`src/hdl/assert_macros.svh`:
```
// Assertion macros used by the responder RTL.
// Depends on nothing; callers provide clk and rst_n in scope.
`ifndef ASSERT_MACROS_SVH
`define ASSERT_MACROS_SVH

// Same-cycle implication, disabled during reset.
`define ASSERT_SAME(label, ante, cons) \
    label: assert property (@(posedge clk) disable iff (!rst_n) (ante) |-> (cons)) \
        else $error("assertion failed: same-cycle implication");

// Next-cycle implication, disabled during reset.
`define ASSERT_NEXT(label, ante, cons) \
    label: assert property (@(posedge clk) disable iff (!rst_n) (ante) |=> (cons)) \
        else $error("assertion failed: next-cycle implication");

`endif

```
`src/hdl/jcr_pkg.sv`:
```
// Types, line symbol codes and reply microprogram for the joybus responder.
// No dependencies.
package jcr_pkg;

    typedef struct packed {
        logic       cmd;
        logic [7:0] rx_symbol;
        logic [7:0] button_byte_a;
        logic [7:0] button_byte_b;
        logic [7:0] stick_x;
        logic [7:0] stick_y;
        logic [7:0] cstick_x;
        logic [7:0] cstick_y;
        logic [7:0] trigger_left;
        logic [7:0] trigger_right;
    } in_beat_t;

    typedef struct packed {
        logic [5:0] tx_symbol;
        logic       last_of_reply;
    } out_beat_t;

    typedef enum logic [1:0] {
        ST_IDLE,
        ST_DATA,
        ST_STOP
    } state_t;

    // Line symbols, two data bits each
    localparam logic [5:0] SYM_00   = 6'h04;
    localparam logic [5:0] SYM_01   = 6'h34;
    localparam logic [5:0] SYM_10   = 6'h07;
    localparam logic [5:0] SYM_11   = 6'h37;
    localparam logic [5:0] SYM_STOP = 6'h3F;

    localparam logic       CMD_SYMBOL = 1'b0;
    localparam logic       CMD_LOAD   = 1'b1;

    localparam logic [7:0] ORIGIN_LOW = 8'h41;
    localparam logic [7:0] POLL_CMD   = 8'h40;
    localparam logic [7:0] POLL_FMT   = 8'h03;

    localparam int         REPORT_BYTES = 8;
    localparam int         PC_W         = 5;
    localparam int         ROM_DEPTH    = 21;

    // Entry points of the three reply programs
    localparam logic [PC_W-1:0] ENTRY_PROBE  = 5'd0;
    localparam logic [PC_W-1:0] ENTRY_ORIGIN = 5'd3;
    localparam logic [PC_W-1:0] ENTRY_POLL   = 5'd13;

    // One control word emits one byte: a constant or a report byte.
    typedef struct packed {
        logic       from_report;
        logic [7:0] data;
        logic [2:0] idx;
        logic       last;
    } uword_t;

    function automatic uword_t ucode(input logic [PC_W-1:0] addr);
        uword_t w;
        w = '{from_report: 1'b0, data: 8'h00, idx: 3'd0, last: 1'b0};
        unique case (addr)
            // probe: 09 00 03
            5'd0:  w.data = 8'h09;
            5'd1:  w.data = 8'h00;
            5'd2:  begin w.data = 8'h03; w.last = 1'b1; end
            // origins: 00 80 80 80 80 80 00 00 00 00
            5'd3:  w.data = 8'h00;
            5'd4:  w.data = 8'h80;
            5'd5:  w.data = 8'h80;
            5'd6:  w.data = 8'h80;
            5'd7:  w.data = 8'h80;
            5'd8:  w.data = 8'h80;
            5'd9:  w.data = 8'h00;
            5'd10: w.data = 8'h00;
            5'd11: w.data = 8'h00;
            5'd12: begin w.data = 8'h00; w.last = 1'b1; end
            // poll: stored report bytes 0..7
            5'd13: begin w.from_report = 1'b1; w.idx = 3'd0; end
            5'd14: begin w.from_report = 1'b1; w.idx = 3'd1; end
            5'd15: begin w.from_report = 1'b1; w.idx = 3'd2; end
            5'd16: begin w.from_report = 1'b1; w.idx = 3'd3; end
            5'd17: begin w.from_report = 1'b1; w.idx = 3'd4; end
            5'd18: begin w.from_report = 1'b1; w.idx = 3'd5; end
            5'd19: begin w.from_report = 1'b1; w.idx = 3'd6; end
            5'd20: begin w.from_report = 1'b1; w.idx = 3'd7; w.last = 1'b1; end
            default: w.last = 1'b1;
        endcase
        return w;
    endfunction

    function automatic logic [5:0] pair_sym(input logic [1:0] pair);
        logic [5:0] s;
        unique case (pair)
            2'b00: s = SYM_00;
            2'b01: s = SYM_01;
            2'b10: s = SYM_10;
            2'b11: s = SYM_11;
            default: s = SYM_00;
        endcase
        return s;
    endfunction

    // Neutral report loaded at reset
    function automatic logic [7:0] neutral_byte(input logic [2:0] idx);
        logic [7:0] b;
        unique case (idx)
            3'd1, 3'd2, 3'd3, 3'd4, 3'd5: b = 8'h80;
            default:                      b = 8'h00;
        endcase
        return b;
    endfunction

endpackage

```
`src/hdl/joybus_controller_responder.sv`:
```
// Joybus controller responder: line symbol decode and microcoded reply sender.
// Depends on jcr_pkg and assert_macros.svh.
//
// Usage:
//   Input channel (in_valid/in_ready/in_data) takes one beat per line symbol
//   (cmd 0) or one report load (cmd 1). Output channel (out_valid/out_ready/
//   out_data) carries reply symbols, the final stop beat flagged with
//   last_of_reply.
//   A stop symbol that triggers a reply starts a ROM program: one control word
//   per reply byte, four symbols per word, then a stop symbol. Replies are 13,
//   33 or 41 beats; accepting the stop moves the sequencer into its data
//   state, which loads the first beat into the output register, and one beat
//   follows per cycle while out_ready is high. in_ready is low until the stop
//   beat has been loaded into the output register; every other item is taken
//   at once. Throughput is set by the sequencer, one symbol per unstalled cycle.
//   A stalled receiver holds the output register and freezes the sequencer.
//   Reset clears the command buffer and echo flag and loads the neutral report
//   (00 80 80 80 80 80 00 00).
module joybus_controller_responder (
    input  logic              clk,
    input  logic              rst_n,
    input  logic              in_valid,
    output logic              in_ready,
    input  jcr_pkg::in_beat_t in_data,
    output logic              out_valid,
    input  logic              out_ready,
    output jcr_pkg::out_beat_t out_data
);

    `include "assert_macros.svh"

    jcr_pkg::state_t              state_reg, state_next;
    logic [jcr_pkg::PC_W-1:0]     pc_reg, pc_next;
    logic [1:0]                   pair_reg, pair_next;
    logic [31:0]                  shift_reg, shift_next;
    logic                         echo_pending_reg, echo_pending_next;
    logic [7:0]                   report_reg [jcr_pkg::REPORT_BYTES];
    logic [7:0]                   report_next [jcr_pkg::REPORT_BYTES];
    logic                         out_valid_reg, out_valid_next;
    jcr_pkg::out_beat_t           out_data_reg, out_data_next;

    jcr_pkg::uword_t              uw;
    logic [7:0]                   byte_sel;
    logic [1:0]                   pair_bits;
    logic                         in_take;
    logic                         advance;
    logic                         rx_is_stop;

    assign out_valid = out_valid_reg;
    assign out_data  = out_data_reg;

    always_ff @(posedge clk or negedge rst_n)
    begin
        if (!rst_n)
        begin
            state_reg        <= jcr_pkg::ST_IDLE;
            pc_reg           <= '0;
            pair_reg         <= '0;
            shift_reg        <= '0;
            echo_pending_reg <= 1'b0;
            out_valid_reg    <= 1'b0;
            for (int i = 0; i < jcr_pkg::REPORT_BYTES; i++)
            begin
                report_reg[i] <= jcr_pkg::neutral_byte(3'(i));
            end
        end
        else
        begin
            state_reg        <= state_next;
            pc_reg           <= pc_next;
            pair_reg         <= pair_next;
            shift_reg        <= shift_next;
            echo_pending_reg <= echo_pending_next;
            out_valid_reg    <= out_valid_next;
            report_reg       <= report_next;
        end
    end

    always_ff @(posedge clk)
    begin
        out_data_reg <= out_data_next;
    end

    always_comb
    begin
        uw       = jcr_pkg::ucode(pc_reg);
        byte_sel = uw.from_report ? report_reg[uw.idx] : uw.data;
        // most significant pair goes out first
        unique case (pair_reg)
            2'd0: pair_bits = byte_sel[7:6];
            2'd1: pair_bits = byte_sel[5:4];
            2'd2: pair_bits = byte_sel[3:2];
            2'd3: pair_bits = byte_sel[1:0];
            default: pair_bits = byte_sel[1:0];
        endcase
    end

    always_comb
    begin
        state_next        = state_reg;
        pc_next           = pc_reg;
        pair_next         = pair_reg;
        shift_next        = shift_reg;
        echo_pending_next = echo_pending_reg;
        report_next       = report_reg;
        out_valid_next    = out_valid_reg;
        out_data_next     = out_data_reg;

        in_ready   = (state_reg == jcr_pkg::ST_IDLE);
        in_take    = in_valid && in_ready;
        advance    = !out_valid_reg || out_ready;
        rx_is_stop = (in_data.rx_symbol == {2'b00, jcr_pkg::SYM_STOP});

        if (out_valid_reg && out_ready)
        begin
            out_valid_next = 1'b0;
        end

        unique case (state_reg)
            jcr_pkg::ST_IDLE:
            begin
                if (in_take && in_data.cmd == jcr_pkg::CMD_LOAD)
                begin
                    report_next[0] = in_data.button_byte_a;
                    report_next[1] = in_data.button_byte_b;
                    report_next[2] = in_data.stick_x;
                    report_next[3] = in_data.stick_y;
                    report_next[4] = in_data.cstick_x;
                    report_next[5] = in_data.cstick_y;
                    report_next[6] = in_data.trigger_left;
                    report_next[7] = in_data.trigger_right;
                end
                else if (in_take && rx_is_stop)
                begin
                    shift_next = '0;
                    pair_next  = '0;
                    if (echo_pending_reg)
                    begin
                        echo_pending_next = 1'b0;
                    end
                    else if (shift_reg[29:0] == '0)
                    begin
                        pc_next           = jcr_pkg::ENTRY_PROBE;
                        state_next        = jcr_pkg::ST_DATA;
                        echo_pending_next = 1'b1;
                    end
                    else if (shift_reg[7:0] == jcr_pkg::ORIGIN_LOW)
                    begin
                        pc_next           = jcr_pkg::ENTRY_ORIGIN;
                        state_next        = jcr_pkg::ST_DATA;
                        echo_pending_next = 1'b1;
                    end
                    else if (shift_reg[23:16] == jcr_pkg::POLL_CMD
                             && shift_reg[15:8] == jcr_pkg::POLL_FMT)
                    begin
                        pc_next           = jcr_pkg::ENTRY_POLL;
                        state_next        = jcr_pkg::ST_DATA;
                        echo_pending_next = 1'b1;
                    end
                end
                else if (in_take)
                begin
                    priority if (in_data.rx_symbol == {2'b00, jcr_pkg::SYM_00})
                        shift_next = {shift_reg[29:0], 2'b00};
                    else if (in_data.rx_symbol == {2'b00, jcr_pkg::SYM_01})
                        shift_next = {shift_reg[29:0], 2'b01};
                    else if (in_data.rx_symbol == {2'b00, jcr_pkg::SYM_10})
                        shift_next = {shift_reg[29:0], 2'b10};
                    else if (in_data.rx_symbol == {2'b00, jcr_pkg::SYM_11})
                        shift_next = {shift_reg[29:0], 2'b11};
                    else
                        shift_next = {shift_reg[29:0], 2'b00};
                end
            end

            jcr_pkg::ST_DATA:
            begin
                if (advance)
                begin
                    out_valid_next = 1'b1;
                    out_data_next  = '{tx_symbol: jcr_pkg::pair_sym(pair_bits),
                                       last_of_reply: 1'b0};
                    pair_next      = pair_reg + 2'd1;
                    if (pair_reg == 2'd3)
                    begin
                        if (uw.last)
                            state_next = jcr_pkg::ST_STOP;
                        else
                            pc_next = pc_reg + 5'd1;
                    end
                end
            end

            jcr_pkg::ST_STOP:
            begin
                if (advance)
                begin
                    out_valid_next = 1'b1;
                    out_data_next  = '{tx_symbol: jcr_pkg::SYM_STOP, last_of_reply: 1'b1};
                    state_next     = jcr_pkg::ST_IDLE;
                end
            end

            default: state_next = jcr_pkg::ST_IDLE;
        endcase
    end

    `ASSERT_SAME(a_last_is_stop, out_valid && out_data.last_of_reply, out_data.tx_symbol == jcr_pkg::SYM_STOP)
    `ASSERT_SAME(a_data_not_stop, out_valid && !out_data.last_of_reply, out_data.tx_symbol != jcr_pkg::SYM_STOP)
    `ASSERT_SAME(a_pc_in_rom, state_reg == jcr_pkg::ST_DATA, pc_reg < 5'(jcr_pkg::ROM_DEPTH))
    `ASSERT_NEXT(a_echo_swallows, in_take && !in_data.cmd && rx_is_stop && echo_pending_reg, !echo_pending_reg && state_reg == jcr_pkg::ST_IDLE)
    `ASSERT_NEXT(a_stall_freezes, state_reg != jcr_pkg::ST_IDLE && out_valid_reg && !out_ready, $stable(pc_reg) && $stable(pair_reg))

endmodule
```
`config.mk`:
```
export PLATFORM = sky130hd
export DESIGN_NAME = joybus_controller_responder
export DESIGN_NICKNAME = d
export VERILOG_FILES = /design/src/hdl/jcr_pkg.sv /design/src/hdl/joybus_controller_responder.sv
export VERILOG_INCLUDE_DIRS = /design/src /design/src/hdl
export SDC_FILE = /design/constraint.sdc
export NUM_CORES = 1
export LEC_CHECK = 0
export ABC_AREA = 0
export BUFFER_PORTS_ARGS = -buffer_cell sky130_fd_sc_hd__buf_2
export CAP_MARGIN = 5
export CORE_MARGIN = 4
export CORE_UTILIZATION = 53
export CTS_BUF_LIST = sky130_fd_sc_hd__clkbuf_2
export DETAILED_ROUTE_END_ITERATION = 12
export PLACE_DENSITY = 0.78
export SYNTH_ARGS = -nofsm -noshare
export SYNTH_HDL_FRONTEND = slang
export SYNTH_SLANG_ARGS = --single-unit
```
`constraint.sdc`:
```
create_clock -name clk -period 2.8 [get_ports clk]
set_clock_uncertainty 0.15 [all_clocks]
set_input_delay 0.56 -clock clk [delete_from_list [all_inputs] [get_ports clk]]
set_output_delay 0.56 -clock clk [all_outputs]
set_load 0.02 [all_outputs]
```
==> reports/metrics.yaml <==
status: "complete, but fails checks"
failed_checks: "setup timing"
synthXorXnorAreaFrac_pct: 0.3165
worstMarginPinSlew_ps: 538.1
synth_nets: 599
synth_common_cells: "100 x dfrtp_1, 90 x nand2_1, 67 x mux2_2, 35 x o21ai_0, 29 x mux2i_1"
port_buffers: 84
design_area_mm2: 0.006889
synth_top_family_by_area: "multiplexers"
multi_input_area_mm2: 0.002649
synth.most_common_cell: "dfrtp_1"
synth_area_leaders: "dfrtp_1 45%, mux2_2 14%, nand2_1 6.1%, mux2i_1 5.2%, o21ai_0 3.2%"
r2r-end: "out_data[2]"
cp-end-kind: "flip-flop"
core_mm2: 0.01023
ys_warn_count: 0
fin_crit_sh_pct: 104.5
antenna_found_initial: 0
numCtsBuffers: 9
grtUsageTotal_pct: 21.48
maxCapViolCount: 0
die_x_um: 110.2
grt_max_degree: 65
place_area_mm2: 0.006264
grt_pass1_wl_um: 20450
area_delta_synth_final_pct: 24.46
muxShareOfSynthArea_pct: 19.08
drtIter0Drc: 330
syn-instance-count: 510
final_util_pct: 67.34
final_antenna_net_count: 0
p_leak_nw: 3.164
grt_pass1_vias: 4317
rows: 37
place_ws_ps: -73.91
nNetsFinal: 735
power.total_mw: 6.358
hp-class: "in -> reg"
clkTransAtPathRegs_ps: 320
p_per_area_mw_per_mm2: 922.9
r2r-start: "pc_reg[1]"
rsz0062_at_grt: "yes"
hp-start: "in_data[11]"
ir_drop_v: 0.0004119
drc: 0
hold_ws_ps: 16.31
clock_latency_ps: 600
clockBufferDepth: 2
regArea_mm2: 0.002725
synth.avg_cell_area_um2: 10.85
wl_um: 13130
dieArea_mm2: 0.01214
timing.slew.headroom_pct: 64.12
overflow: 0
worst-endpoint-arrival_ps: 3150
worstPathMaxFanout: 18
largest_reg_flops: 64
max_freq_mhz: 341.9
wire_per_inst_um: 16.66
synthAdderAreaFrac_pct: 2.712
start_util_pct: 54.10
netlist.area_leader.share_pct: 45.21
ys.flop_type: "dfrtp_1"
h-tree-depth: 3
holdPathEnd: "report_reg[11]"
period_minus_slack_ps: 2925
post-synth-top-area-cell: "dfrtp_1"
routabilityCongestion: 0.8094
ys_seq_area_share_pct: 49.21
root_buffer: "clkbuf_2"
cp.required_ps: 3020
synth_edf_count: 3
clock_sinks: 108
hold_viol: 0
drive_above_1_share_pct: 35.48
cts_tree: "built"
netlist_area_mm2: 0.005535
finalSetupViolations: 2
synthSimpleGateAreaFrac_pct: 13.83
synth-async-reset-ratio_pct: 97.22
yosys_register_bits: 108
dr.pass1.iters: 5
n_fill_cell: 760
final.setup.worst_slack_ps: -124.7
reg2reg_slack_ps: -120
vias: 4399
pin_count: 86
die_h_um: 110.2
ff2ff_path_depth: 11
slew_violations: 0
synth_cell_types: 62
cp-start-kind: "flip-flop"
synth_compound_gate_area_share_pct: 10.67
worst-setup-path-type: "reg -> reg"
hold-path-cell-count: 2
via_per_inst: 5.582
hpwl_um: 8916
where the power goes:
group	total [mW]	internal [mW]	switching, mW
clock network	0.964	0.404	0.559
registers	2.59	2.18	0.415
logic	2.80	1.41	1.40
total	6.36	3.99	2.37
critical path, stage by stage (launching register included):
cell      delay (ps)
dfrtp_2          520
ha_4             190
and3_4           170
ha_2             160
or2_1            240
o22ai_4          130
buf_12           200
mux2i_1          230
mux2i_1           90
mux2_2           300
a311oi_2         210
nand3_1          100
worst max-delay path by stage:
stage | start | to | depth (start not counted)
3_3_place_gp | pc_reg[1] | out_data[2] | 11
4_1_cts | pc_reg[0] | out_data[2] | 11
5_1_grt | pc_reg[1] | out_data[2] | 12
3_5_place_dp | pc_reg[1] | out_data[2] | 11
6_report | pc_reg[1] | out_data[2] | 11
2_1_floorplan | pc_reg[1] | out_data[2] | 12
per-stage QoR:
stage | TNS [ps] | instances
floorplan | 0 | 510
global placement | -2.684 | 729
detailed placement | -135.5 | 729
CTS | -78.14 | 772
global route | -482.3 | 787
finish | -238.8 | 788
layout make-up:
class	count	area share (%)
Multi-Input combinational cell	360	38.45
Timing Repair Buffer	156	16.33
Sequential cell	108	39.56
Clock buffer	9	0.6538
Antenna cell	1	0.03632
Inverter	11	0.5993
Tap cell	136	2.470
Clock inverter	7	1.907
layer usage:
metal	GRT usage, %	vias up	routed length, um
li1	-	2079	-
met5	0	-	0
met1	29.13	2167	5589
met4	6.860	0	308
met2	35.70	123	6651
met3	3.203	30	579
cell usage in the layout (no fill, tap or decap), drive strengths merged, types with 14 or more instances in the layout:
cell / Yosys / layout
nand2: 90 / 90
inv: 11 / 14
mux2: 68 / 68
nor2: 16 / 16
mux2i: 29 / 29
buf: 15 / 118
o21ai: 39 / 39
dlygate4sd3: 0 / 38
dfrtp: 100 / 100
repair_timing:
action,4_1_cts,5_1_grt
setup endpoints to repair,2,5
hold buffers,26,12
buffers inserted,1,3
hold endpoints to repair,60,12
pin swaps,1,5
resized for setup,5,5
cell families after synthesis:
group                      Yosys count
and+or+nand+nor                    162
DFF                                108
muxes                               97
AOI/OAI and AO/OA                   86
buffers and inverters               42
adders and majority gates           12
xor gates and xnor gates             2
other                                1
(Power assumes the default switching activity.)
